### src/ddwcm_pkg.sv
// Shared types and constants for the differential-drive wheel command mixer.
// Depends on nothing; every other file in src imports it.
`timescale 1ns / 1ps

package ddwcm_pkg;

    // Configuration port
    localparam int CFG_W     = 24;
    localparam int CFG_IDX_W = 2;

    localparam logic [CFG_IDX_W-1:0] REG_LIN_GAIN  = 2'd0;
    localparam logic [CFG_IDX_W-1:0] REG_YAW_GAIN  = 2'd1;
    localparam logic [CFG_IDX_W-1:0] REG_MAX_RPM   = 2'd2;
    localparam logic [CFG_IDX_W-1:0] REG_PWM_LIMIT = 2'd3;

    localparam int GAIN_W  = 24;
    localparam int RPMLIM_W = 15;
    localparam int PWM_W   = 13;

    localparam logic [GAIN_W-1:0]   LIN_GAIN_RST  = 24'd838861;
    localparam logic [GAIN_W-1:0]   YAW_GAIN_RST  = 24'd4392;
    localparam logic [RPMLIM_W-1:0] MAX_RPM_RST   = 15'd4000;
    localparam logic [PWM_W-1:0]    PWM_LIMIT_RST = 13'd800;

    // Payload widths
    localparam int LIN_W   = 16;
    localparam int TURN_W  = 24;
    localparam int RPM_W   = 16;
    localparam int MOTOR_W = 3;

    // Q24 fixed point
    localparam int Q_SHIFT = 24;

    // Motors per side and the command counter
    localparam int SIDE_MOTORS = 3;
    localparam int IDX_W       = 3;

    localparam logic [MOTOR_W-1:0] LEFT_IDS  [SIDE_MOTORS] = '{3'd1, 3'd5, 3'd2};
    localparam logic [MOTOR_W-1:0] RIGHT_IDS [SIDE_MOTORS] = '{3'd4, 3'd6, 3'd3};

    typedef struct packed {
        logic [GAIN_W-1:0]   lin_gain;
        logic [GAIN_W-1:0]   yaw_gain;
        logic [RPMLIM_W-1:0] max_rpm;
    } kin_cfg_t;

    typedef struct packed {
        logic signed [RPM_W-1:0] left;
        logic signed [RPM_W-1:0] right;
    } pair_t;

endpackage

### src/ddwcm_kin.sv
// Kinematics pipeline: input register, products, sums, round and clamp.
// Depends on ddwcm_pkg.
`timescale 1ns / 1ps

module ddwcm_kin (
    input  logic                                   aclk,
    input  logic                                   aresetn,
    input  ddwcm_pkg::kin_cfg_t                    cfg,
    input  logic                                   in_valid,
    output logic                                   in_ready,
    input  logic signed [ddwcm_pkg::LIN_W-1:0]     in_linear_speed,
    input  logic signed [ddwcm_pkg::TURN_W-1:0]    in_turn_rate,
    output logic                                   pair_valid,
    input  logic                                   pair_ready,
    output ddwcm_pkg::pair_t                       pair
);
    import ddwcm_pkg::*;

    localparam int LQ_W  = LIN_W + GAIN_W + 1;   // 41
    localparam int YQ_W  = TURN_W + GAIN_W + 1;  // 49
    localparam int SUM_W = YQ_W + 1;             // 50
    localparam logic [SUM_W-1:0] Q_HALF = SUM_W'(1) << (Q_SHIFT - 1);
    localparam int R_W   = SUM_W - Q_SHIFT;

    // Round half away from zero, then clamp to +/- max
    function automatic logic signed [RPM_W-1:0] round_clamp(
        input logic signed [SUM_W-1:0] q,
        input logic [RPMLIM_W-1:0]     lim
    );
        logic                neg;
        logic [SUM_W-1:0]    mag_plus;
        logic [R_W-1:0]      r;
        logic [RPMLIM_W-1:0] r_sat;
        logic [RPM_W-1:0]    r_ext;
        neg      = q[SUM_W-1];
        // -q + half == ~q + half + 1
        mag_plus = (neg ? ~q : q) + (neg ? Q_HALF + SUM_W'(1) : Q_HALF);
        r        = mag_plus[SUM_W-1:Q_SHIFT];
        r_sat    = (r > R_W'(lim)) ? lim : r[RPMLIM_W-1:0];
        r_ext    = {1'b0, r_sat};
        return neg ? -r_ext : r_ext;
    endfunction

    logic                     a_vld_reg, a_vld_next;
    logic                     b_vld_reg, b_vld_next;
    logic                     c_vld_reg, c_vld_next;
    logic                     d_vld_reg, d_vld_next;
    logic                     a_rdy, b_rdy, c_rdy, d_rdy;

    logic signed [LIN_W-1:0]  lin_reg;
    logic signed [TURN_W-1:0] turn_reg;
    logic signed [LQ_W-1:0]   lin_q_reg;
    logic signed [YQ_W-1:0]   yaw_q_reg;
    logic signed [SUM_W-1:0]  left_q_reg, right_q_reg;
    pair_t                    pair_reg;

    assign d_rdy = !d_vld_reg || pair_ready;
    assign c_rdy = !c_vld_reg || d_rdy;
    assign b_rdy = !b_vld_reg || c_rdy;
    assign a_rdy = !a_vld_reg || b_rdy;

    always_comb begin
        a_vld_next = a_rdy ? in_valid  : a_vld_reg;
        b_vld_next = b_rdy ? a_vld_reg : b_vld_reg;
        c_vld_next = c_rdy ? b_vld_reg : c_vld_reg;
        d_vld_next = d_rdy ? c_vld_reg : d_vld_reg;
    end

    always_ff @(posedge aclk) begin
        if (!aresetn) begin
            a_vld_reg <= 1'b0;
            b_vld_reg <= 1'b0;
            c_vld_reg <= 1'b0;
            d_vld_reg <= 1'b0;
        end else begin
            a_vld_reg <= a_vld_next;
            b_vld_reg <= b_vld_next;
            c_vld_reg <= c_vld_next;
            d_vld_reg <= d_vld_next;
        end
    end

    always_ff @(posedge aclk) begin
        if (a_rdy) begin
            lin_reg  <= in_linear_speed;
            turn_reg <= in_turn_rate;
        end
        if (b_rdy) begin
            lin_q_reg <= LQ_W'(lin_reg * $signed({1'b0, cfg.lin_gain}));
            yaw_q_reg <= YQ_W'(turn_reg * $signed({1'b0, cfg.yaw_gain}));
        end
        if (c_rdy) begin
            left_q_reg  <= SUM_W'(lin_q_reg) - SUM_W'(yaw_q_reg);
            right_q_reg <= SUM_W'(lin_q_reg) + SUM_W'(yaw_q_reg);
        end
        if (d_rdy) begin
            pair_reg.left  <= round_clamp(left_q_reg, cfg.max_rpm);
            pair_reg.right <= round_clamp(right_q_reg, cfg.max_rpm);
        end
    end

    assign in_ready   = a_rdy;
    assign pair_valid = d_vld_reg;
    assign pair       = pair_reg;

endmodule

### src/ddwcm_emit.sv
// Duplicate filter and command sequencer driving the result channel.
// Depends on ddwcm_pkg.
`timescale 1ns / 1ps

module ddwcm_emit #(
    parameter int GROUP_N = 3
) (
    input  logic                                   aclk,
    input  logic                                   aresetn,
    input  logic [ddwcm_pkg::PWM_W-1:0]            pwm_limit,
    input  logic                                   pair_valid,
    output logic                                   pair_ready,
    input  ddwcm_pkg::pair_t                       pair,
    output logic                                   m_valid,
    input  logic                                   m_ready,
    output logic [ddwcm_pkg::MOTOR_W-1:0]          m_motor_id,
    output logic signed [ddwcm_pkg::RPM_W-1:0]     m_wheel_rpm,
    output logic [ddwcm_pkg::PWM_W-1:0]            m_limit_value,
    output logic                                   m_last
);
    import ddwcm_pkg::*;

    localparam logic [IDX_W-1:0] GRP      = IDX_W'(GROUP_N);
    localparam logic [IDX_W-1:0] LAST_IDX = IDX_W'(2 * GROUP_N - 1);

    logic                    busy_reg, busy_next;
    logic [IDX_W-1:0]        idx_reg, idx_next;
    logic                    sent_reg, sent_next;
    logic signed [RPM_W-1:0] prev_left_reg, prev_right_reg;
    logic signed [RPM_W-1:0] left_reg, nright_reg;

    logic                    dup, finish, free, load, is_left;
    logic [IDX_W-1:0]        ridx;

    assign dup    = sent_reg && (pair.left == prev_left_reg) && (pair.right == prev_right_reg);
    assign finish = busy_reg && m_ready && (idx_reg == LAST_IDX);
    assign free   = !busy_reg || finish;
    assign load   = pair_valid && !dup && free;
    assign pair_ready = dup || free;

    always_comb begin
        busy_next = busy_reg;
        idx_next  = idx_reg;
        sent_next = sent_reg || load;
        if (load) begin
            busy_next = 1'b1;
            idx_next  = '0;
        end else if (finish) begin
            busy_next = 1'b0;
            idx_next  = '0;
        end else if (busy_reg && m_ready) begin
            idx_next  = idx_reg + IDX_W'(1);
        end
    end

    always_ff @(posedge aclk) begin
        if (!aresetn) begin
            busy_reg <= 1'b0;
            idx_reg  <= '0;
            sent_reg <= 1'b0;
        end else begin
            busy_reg <= busy_next;
            idx_reg  <= idx_next;
            sent_reg <= sent_next;
        end
    end

    always_ff @(posedge aclk) begin
        if (load) begin
            left_reg       <= pair.left;
            nright_reg     <= -pair.right;
            prev_left_reg  <= pair.left;
            prev_right_reg <= pair.right;
        end
    end

    assign is_left = idx_reg < GRP;
    assign ridx    = idx_reg - GRP;

    assign m_valid       = busy_reg;
    assign m_motor_id    = is_left ? LEFT_IDS[idx_reg[1:0]] : RIGHT_IDS[ridx[1:0]];
    assign m_wheel_rpm   = is_left ? left_reg : nright_reg;
    assign m_limit_value = pwm_limit;
    assign m_last        = (idx_reg == LAST_IDX);

endmodule

### src/diff_drive_wheel_command_mixer.sv
// Differential-drive wheel command mixer. A command passes the input, product, sum and round
// registers, then the sequencer. Input: one transfer per cycle unless the result port backs up;
// each changed pair takes the single result port for 2*GROUP_SIZE (within 2 to 6) transfers,
// which sets the sustained rate; an unchanged pair is dropped without using the result port.
// Reset (aresetn, synchronous, active low) empties the pipeline, clears the sent flag and
// restores the gain, clamp and pwm registers to their defaults.
`timescale 1ns / 1ps

module diff_drive_wheel_command_mixer #(
    parameter int GROUP_SIZE = 3
) (
    input  logic                                   aclk,
    input  logic                                   aresetn,
    // configuration write port
    input  logic                                   cfg_wr_en,
    input  logic [ddwcm_pkg::CFG_IDX_W-1:0]        cfg_index,
    input  logic [ddwcm_pkg::CFG_W-1:0]            cfg_wdata,
    // command input
    input  logic                                   s_valid,
    output logic                                   s_ready,
    input  logic signed [ddwcm_pkg::LIN_W-1:0]     s_linear_speed,
    input  logic signed [ddwcm_pkg::TURN_W-1:0]    s_turn_rate,
    // motor command output
    output logic                                   m_valid,
    input  logic                                   m_ready,
    output logic [ddwcm_pkg::MOTOR_W-1:0]          m_motor_id,
    output logic signed [ddwcm_pkg::RPM_W-1:0]     m_wheel_rpm,
    output logic [ddwcm_pkg::PWM_W-1:0]            m_limit_value,
    output logic                                   m_last
);
    import ddwcm_pkg::*;

    // Motors commanded per side: at least one, at most the three each side has
    localparam int GROUP_N = (GROUP_SIZE < 1) ? 1 :
                             (GROUP_SIZE > SIDE_MOTORS) ? SIDE_MOTORS : GROUP_SIZE;

    logic [GAIN_W-1:0]   lin_gain_reg, lin_gain_next;
    logic [GAIN_W-1:0]   yaw_gain_reg, yaw_gain_next;
    logic [RPMLIM_W-1:0] max_rpm_reg, max_rpm_next;
    logic [PWM_W-1:0]    pwm_limit_reg, pwm_limit_next;

    kin_cfg_t kin_cfg;
    logic     pair_valid, pair_ready;
    pair_t    pair;

    // Register file: take each write at once, truncated to the register width
    always_comb begin
        lin_gain_next  = lin_gain_reg;
        yaw_gain_next  = yaw_gain_reg;
        max_rpm_next   = max_rpm_reg;
        pwm_limit_next = pwm_limit_reg;
        if (cfg_wr_en) begin
            case (cfg_index)
                REG_LIN_GAIN:  lin_gain_next  = cfg_wdata[GAIN_W-1:0];
                REG_YAW_GAIN:  yaw_gain_next  = cfg_wdata[GAIN_W-1:0];
                REG_MAX_RPM:   max_rpm_next   = cfg_wdata[RPMLIM_W-1:0];
                REG_PWM_LIMIT: pwm_limit_next = cfg_wdata[PWM_W-1:0];
                default:       lin_gain_next  = lin_gain_reg;
            endcase
        end
    end

    always_ff @(posedge aclk) begin
        if (!aresetn) begin
            lin_gain_reg  <= LIN_GAIN_RST;
            yaw_gain_reg  <= YAW_GAIN_RST;
            max_rpm_reg   <= MAX_RPM_RST;
            pwm_limit_reg <= PWM_LIMIT_RST;
        end else begin
            lin_gain_reg  <= lin_gain_next;
            yaw_gain_reg  <= yaw_gain_next;
            max_rpm_reg   <= max_rpm_next;
            pwm_limit_reg <= pwm_limit_next;
        end
    end

    assign kin_cfg.lin_gain = lin_gain_reg;
    assign kin_cfg.yaw_gain = yaw_gain_reg;
    assign kin_cfg.max_rpm  = max_rpm_reg;

    // Four-stage arithmetic: hold inputs, form products, form sums, round and clamp
    ddwcm_kin u_kin (
        .aclk            (aclk),
        .aresetn         (aresetn),
        .cfg             (kin_cfg),
        .in_valid        (s_valid),
        .in_ready        (s_ready),
        .in_linear_speed (s_linear_speed),
        .in_turn_rate    (s_turn_rate),
        .pair_valid      (pair_valid),
        .pair_ready      (pair_ready),
        .pair            (pair)
    );

    // Drop a pair equal to the last one sent, otherwise step through the motor commands
    ddwcm_emit #(
        .GROUP_N (GROUP_N)
    ) u_emit (
        .aclk          (aclk),
        .aresetn       (aresetn),
        .pwm_limit     (pwm_limit_reg),
        .pair_valid    (pair_valid),
        .pair_ready    (pair_ready),
        .pair          (pair),
        .m_valid       (m_valid),
        .m_ready       (m_ready),
        .m_motor_id    (m_motor_id),
        .m_wheel_rpm   (m_wheel_rpm),
        .m_limit_value (m_limit_value),
        .m_last        (m_last)
    );

endmodule

### config.mk
export PLATFORM = sky130hd
export DESIGN_NAME = diff_drive_wheel_command_mixer
export DESIGN_NICKNAME = d
export VERILOG_FILES = /design/src/ddwcm_pkg.sv /design/src/ddwcm_kin.sv /design/src/ddwcm_emit.sv /design/src/diff_drive_wheel_command_mixer.sv
export SDC_FILE = /design/constraint.sdc
export NUM_CORES = 2
export LEC_CHECK = 0
export BUFFER_PORTS_ARGS = -buffer_cell sky130_fd_sc_hd__buf_2
export CAP_MARGIN = 5
export CORE_MARGIN = 2
export CORE_UTILIZATION = 40
export DETAILED_ROUTE_END_ITERATION = 7
export PLACE_DENSITY_LB_ADDON = 0.2
export SYNTH_ARGS = -nofsm -noshare
export SYNTH_HDL_FRONTEND = slang
export SYNTH_SLANG_ARGS = --single-unit
### constraint.sdc
create_clock -name aclk -period 7.4 [get_ports aclk]
set_clock_uncertainty 0.2 [all_clocks]
set_input_delay 1.48 -clock aclk [delete_from_list [all_inputs] [get_ports aclk]]
set_output_delay 1.48 -clock aclk [all_outputs]
set_load 0.01 [all_outputs]
* Yosys cells after proc, flatten, opt, wreduce, memory -nomap -nowiden
Index checks and enable logic that the tools add are counted.
Storage, ports and cells: logic and storage cells 95, flip-flop bits (word level) 395, input port bits 71
Operators by class: multiplexer cells 18, bitwise gates (word level) 5, reduce and logical (&&, ||, !) cells 26, eq/ne operators 6, magnitude comparators 5, multipliers 2, add/sub/neg operators 9
Operators by type and width (number):
- $add 50x50->50 | 2
- $mux 50 | 2
- $not 50->50 | 2
- $mux 15 | 4
- $gt 26x15->1 | 2
- $add 41x49->50 | 1
- $sub 41x49->50 | 1
- $mul 24x25->49 | 1
- $mul 16x25->41 | 1
- $eq 16x16->1 | 2
- $neg 15->16 | 2
- $mux 16 | 1
- $neg 16->16 | 1
- $mux 3 | 5
- $bmux 3 s2 | 2
- $reduce_and 2->1 | 4
- $logic_or 1x1->1 | 7
- $ge 3x3->1 const B | 2
- $logic_and 1x1->1 | 6
- $logic_not 1->1 | 6
- $not 2->3 | 2
- $eq 2x2->1 const B | 2
- $mux 1 | 4
- $add 3x1->3 const B | 1
- other kinds (8) | 8

* Longest topological paths before layout
word-level depth 8, gate-level depth with buffers 30, mapped depth without buffers 27

* By module
Synthesis repeated with hierarchy kept, for this count alone.
Unflattened totals: cells, all modules 5899, area, all modules 55340.6 µm²
By module, submodules not included:
- ddwcm_kin | seq. area each 7917.6 µm², instances 1, area each 49553.8 µm², cells an instance 5383
- diff_drive_wheel_command_mixer | seq. area each 1521.5 µm², instances 1, area each 3032.9 µm², cells an instance 295
- ddwcm_emit | seq. area each 1511.4 µm², instances 1, area each 2753.9 µm², cells an instance 221

* Worst setup path before layout
No wires, ideal clock.
kind register -> register, from register u_kin.turn_reg[0], to register u_kin.yaw_q_reg[48] (data pin), buffers on the path 1, arrival 7.079 ns, path slack -0.141 ns, period minus slack after synthesis 7.541 ns, stages on the path, launching flop included 28, data required time 6.938 ns, cell sequence edfxtp_1 -> clkbuf_1 -> and2_1 -> fa_1 -> inv_1 -> fa_1 -> fa_1 -> inv_1 -> fa_1 -> inv_1 -> fa_1 -> inv_1 -> fa_1 -> inv_1 -> fa_1 -> inv_1 -> ha_1 -> nand3_1 -> nor2_1 -> o41ai_1 -> a211oi_1 -> o211ai_1 -> o221ai_1 -> a221oi_1 -> o211ai_1 -> o21a_1 -> o221ai_1 -> xnor2_1
Between the ends: cells in the longest elaborated chain, start to end 1
RTL lines:
- from (decl) | line ddwcm_kin.sv:51 | logic signed [TURN_W-1:0] turn_reg;
- from (signal assigned) | line ddwcm_kin.sv:86 | turn_reg <= in_turn_rate;
- $mul 24x25->49 | line ddwcm_kin.sv:90 | yaw_q_reg <= YQ_W'(turn_reg * $signed({1'b0, cfg.yaw_gain}));
- to (signal assigned) | line ddwcm_kin.sv:90
- to (decl) | line ddwcm_kin.sv:53 | logic signed [YQ_W-1:0] yaw_q_reg;
No other way between the ends. A chain may end at the register's enable or synchronous reset.

* Worst setup path in the final report
from register u_kin.turn_reg[20], to register u_kin.yaw_q_reg[44] (data pin)
Same word-level chain as after synthesis.

==> flow_metrics.py <==
metrics = {
    "critical_path": {
        "critPathLaunch": "u_kin.turn_reg[20]",
        "slowest_stage": "fa_1",
        "arrival_ns": 7.64,
        "required_ns": 7.61,
        "path_common_cell": "fa_1",
        "worstReg2RegStart": "u_kin.turn_reg[20]",
        "crit_fanout": 3,
        "crit_type": "register to register",
        "path_delay_family": "adder cells",
        "crit_buf_inv": 6,
        "critPathMaxStageDelay_ns": 0.57,
        "setup.worst_path.end_class": "register",
        "rrSetupSlack_ns": -0.03,
        "critPathLaunchType": "register",
    },
    "final_layout": {
        "nets": 7661,
        "layout_commonest_cell": "inv_1",
        "final_cells": 8162,
        "multi_input_comb_area_mm2": 0.0401,
        "areaGrowthSynthToFinish_pct": 12.9,
        "drive_above_1_share_pct": 11.5,
        "final_util_pct": 45.6,
        "fillers": 13400,
        "seq_area_mm2": 0.0110,
        "mostFrequentLayoutCells": "inv_1 (1,047), nand2_1 (821), fa_1 (774), ha_1 (460), and2_1 (406)",
        "final_area_mm2": 0.0628,
        "largest_reg_flops": 50,
    },
    "route": {
        "num_vias": 42700,
        "dr.first_iter.drc_count": 2436,
        "ant_nets": 0,
        "via_per_inst": 5.23,
        "drc": 0,
        "wirelength_um": 165000,
        "wl_per_cell_um": 20.2,
        "drtPass1Iterations": 5,
    },
    "global_route": {
        "gr-usage-all-layers_pct": 23.6,
        "grt_start_max_net_pins": 82,
        "antenna_found_initial": 6,
        "gr-total-overflow": 0,
        "grt_pass1_vias": 44300,
        "grt_pass1_wl_um": 260000,
    },
    "placement": {
        "dp.cells": 8030,
        "dp_hpwl_um": 136000,
        "place_congestion": 0.926,
        "io_buffers": 105,
        "dp_slack_ns": -0.580,
        "place_area_mm2": 0.0600,
    },
    "synthesis": {
        "async_reset_ff_share_pct": 0,
        "netlist_instances": 6097,
        "synth.cell_area_mm2": 0.0556,
        "ys_warn_count": 0,
        "synthFlopType": "edfxtp_1",
        "synth_nets": 7432,
        "yosysUniqueCellTypes": 95,
        "yosysTopAreaCell": "fa_1",
        "synth-edff-count": 308,
        "synth_seq_cells": 393,
        "synth_top_area_share_pct": 28.4,
        "synth_area_leaders": "fa_1 (28%), edfxtp_1 (17%), ha_1 (11%)",
        "synth-seq-area-share_pct": 19.7,
        "syn_avg_cell_area_um2": 9.12,
    },
    "timing": {
        "worst_pin_slew_ns": 1.18,
        "period_needed_ns": 7.43,
        "fin_crit_sh_pct": 100,
        "fin_setup_tns_ns": -0.0286,
        "slew_violations": 0,
        "setup_viol": 2,
        "rsz0062_at_grt": "true",
        "fmax_mhz": 135,
        "slew_headroom_pct": 21.5,
        "setup_ws_ns": -0.0277,
        "worst_hold_slack_ns": 0.264,
        "hold_viol": 0,
    },
    "power": {
        "p_seq_share_pct": 16.0,
        "totalPowerFinal_mw": 28.9,
        "peakVddDrop_mv": 0.538,
        "leakagePower_nw": 28.7,
        "switching_share_pct": 50.4,
        "power.density_mw_per_mm2": 460,
        "clockPowerShare_pct": 9.2,
        "comb_power_share_pct": 74.7,
        "p_switching_mw": 14.6,
        "intPower_mw": 14.4,
    },
    "clock_network": {
        "cts_sinks": 393,
        "max-clock-path-buffers": 3,
        "cts_buffers": 51,
        "clk_pin_slew_ns": 0.06,
        "cts_tree": "built",
        "insertion_delay_ns": 0.67,
        "cts_root_buf": "clkbuf_16",
        "htreeDepth": 2,
    },
    "floorplanning": {
        "die_h_um": 377,
        "dieArea_mm2": 0.142,
        "die_w_um": 377,
        "coreArea_mm2": 0.138,
        "initial_core_util_pct": 40.4,
        "rows": 136,
        "io_pins": 106,
    },
    "outcome": {
        "status": "finished with violations",
        "violations": "negative setup slack",
    },
    "hold_path": {
        "holdCritPathClass": "register to register",
        "hp-start": "pwm_limit_reg[7]",
    },
    "flow_run": {
        "maxCapViolCount": 0,
    },
}
-- final timing paths --
| path | depth (start not counted) | to |
|---|---|---|
| worst min-delay path | 2 | pwm_limit_reg[7] |
| worst max register to register | 26 | u_kin.yaw_q_reg[44] |
| worst min register to register | 2 | pwm_limit_reg[7] |
| worst max-delay path | 26 | u_kin.yaw_q_reg[44] |
-- metal layers --
metal / track usage [%] / wire length, um / vias to the layer above / part of all wire [%]
met5: 0 / 0 / - / 0
met2: 39.7 / 78400 / 1032 / 47
li1: - / - / 19900 / -
met1: 32.2 / 73300 / 21500 / 44
met3: 2.98 / 8580 / 193 / 5.2
met4: 6.28 / 4750 / 0 / 2.9
-- cells by family (layout without fill, tap and decap cells) --
kind of cell / Yosys count / in the layout / synth area share (%)
AO/OA/AOI/OAI: 814 / 814 / 9.73
XOR/XNOR: 293 / 293 / 4.61
adder cells (fa/ha/maj): 1264 / 1264 / 39.1
buffers and inverters: 1359 / 1629 / 9.19
flip-flops: 393 / 393 / 19.7
multiplexers: 40 / 40 / 0.769
other: 0 / 1 / 0
AND/OR/NAND/NOR: 1934 / 1934 / 16.9
-- worst min-delay path: stages (launching register included) --
cell and delay [ns]:
dfxtp_1 0.30, nand2_1 0.04, a21boi_0 0.06
-- Yosys cell counts, types with 40 or more instances --
master and instances:
inv_1 1070, nand2_1 825, fa_1 790, ha_1 474, and2_1 422, edfxtp_1 308
clkbuf_1 269, nor2_1 230, xnor2_1 230, a21oi_1 227, o21ai_0 142, dfxtp_1 85
nor3_1 77, nand3_1 74, a21o_1 72, nand2b_1 66, xor2_1 63, a21boi_0 59
nor2b_1 45, o21bai_1 42, o21a_1 40
-- power by group through the flow --
| stage | clock [mW] | sequential [mW] | combinational, mW |
|---|---|---|---|
| 2_1_floorplan | 0 | 4.18 | 13.4 |
| 3_3_place_gp | 0 | 4.66 | 20.4 |
| 3_5_place_dp | 0 | 4.69 | 20.4 |
| 4_1_cts | 2.74 | 4.64 | 21.1 |
| 5_1_grt | 2.81 | 4.73 | 23.8 |
| 6_report | 2.67 | 4.64 | 21.6 |
-- cell type report --
| type | count | area share [%] |
|---|---|---|
| multi-input cells | 4345 | 63.9 |
| clock buffers | 58 | 2.09 |
| inverters | 1072 | 6.41 |
| clock inverters | 36 | 0.727 |
| diodes | 1 | 0.00398 |
| flip-flops and latches | 393 | 17.5 |
| repair buffers | 463 | 5.83 |
| well taps | 1794 | 3.57 |
-- timing repair --
action,4_1_cts,5_1_grt
gates cloned,0,0
resized for setup,98,83
hold buffers,0,0
pin swaps,76,37
setup endpoints to repair,12,25
buffers inserted,18,22
No activity file was read; power rests on OpenSTA's default activity.
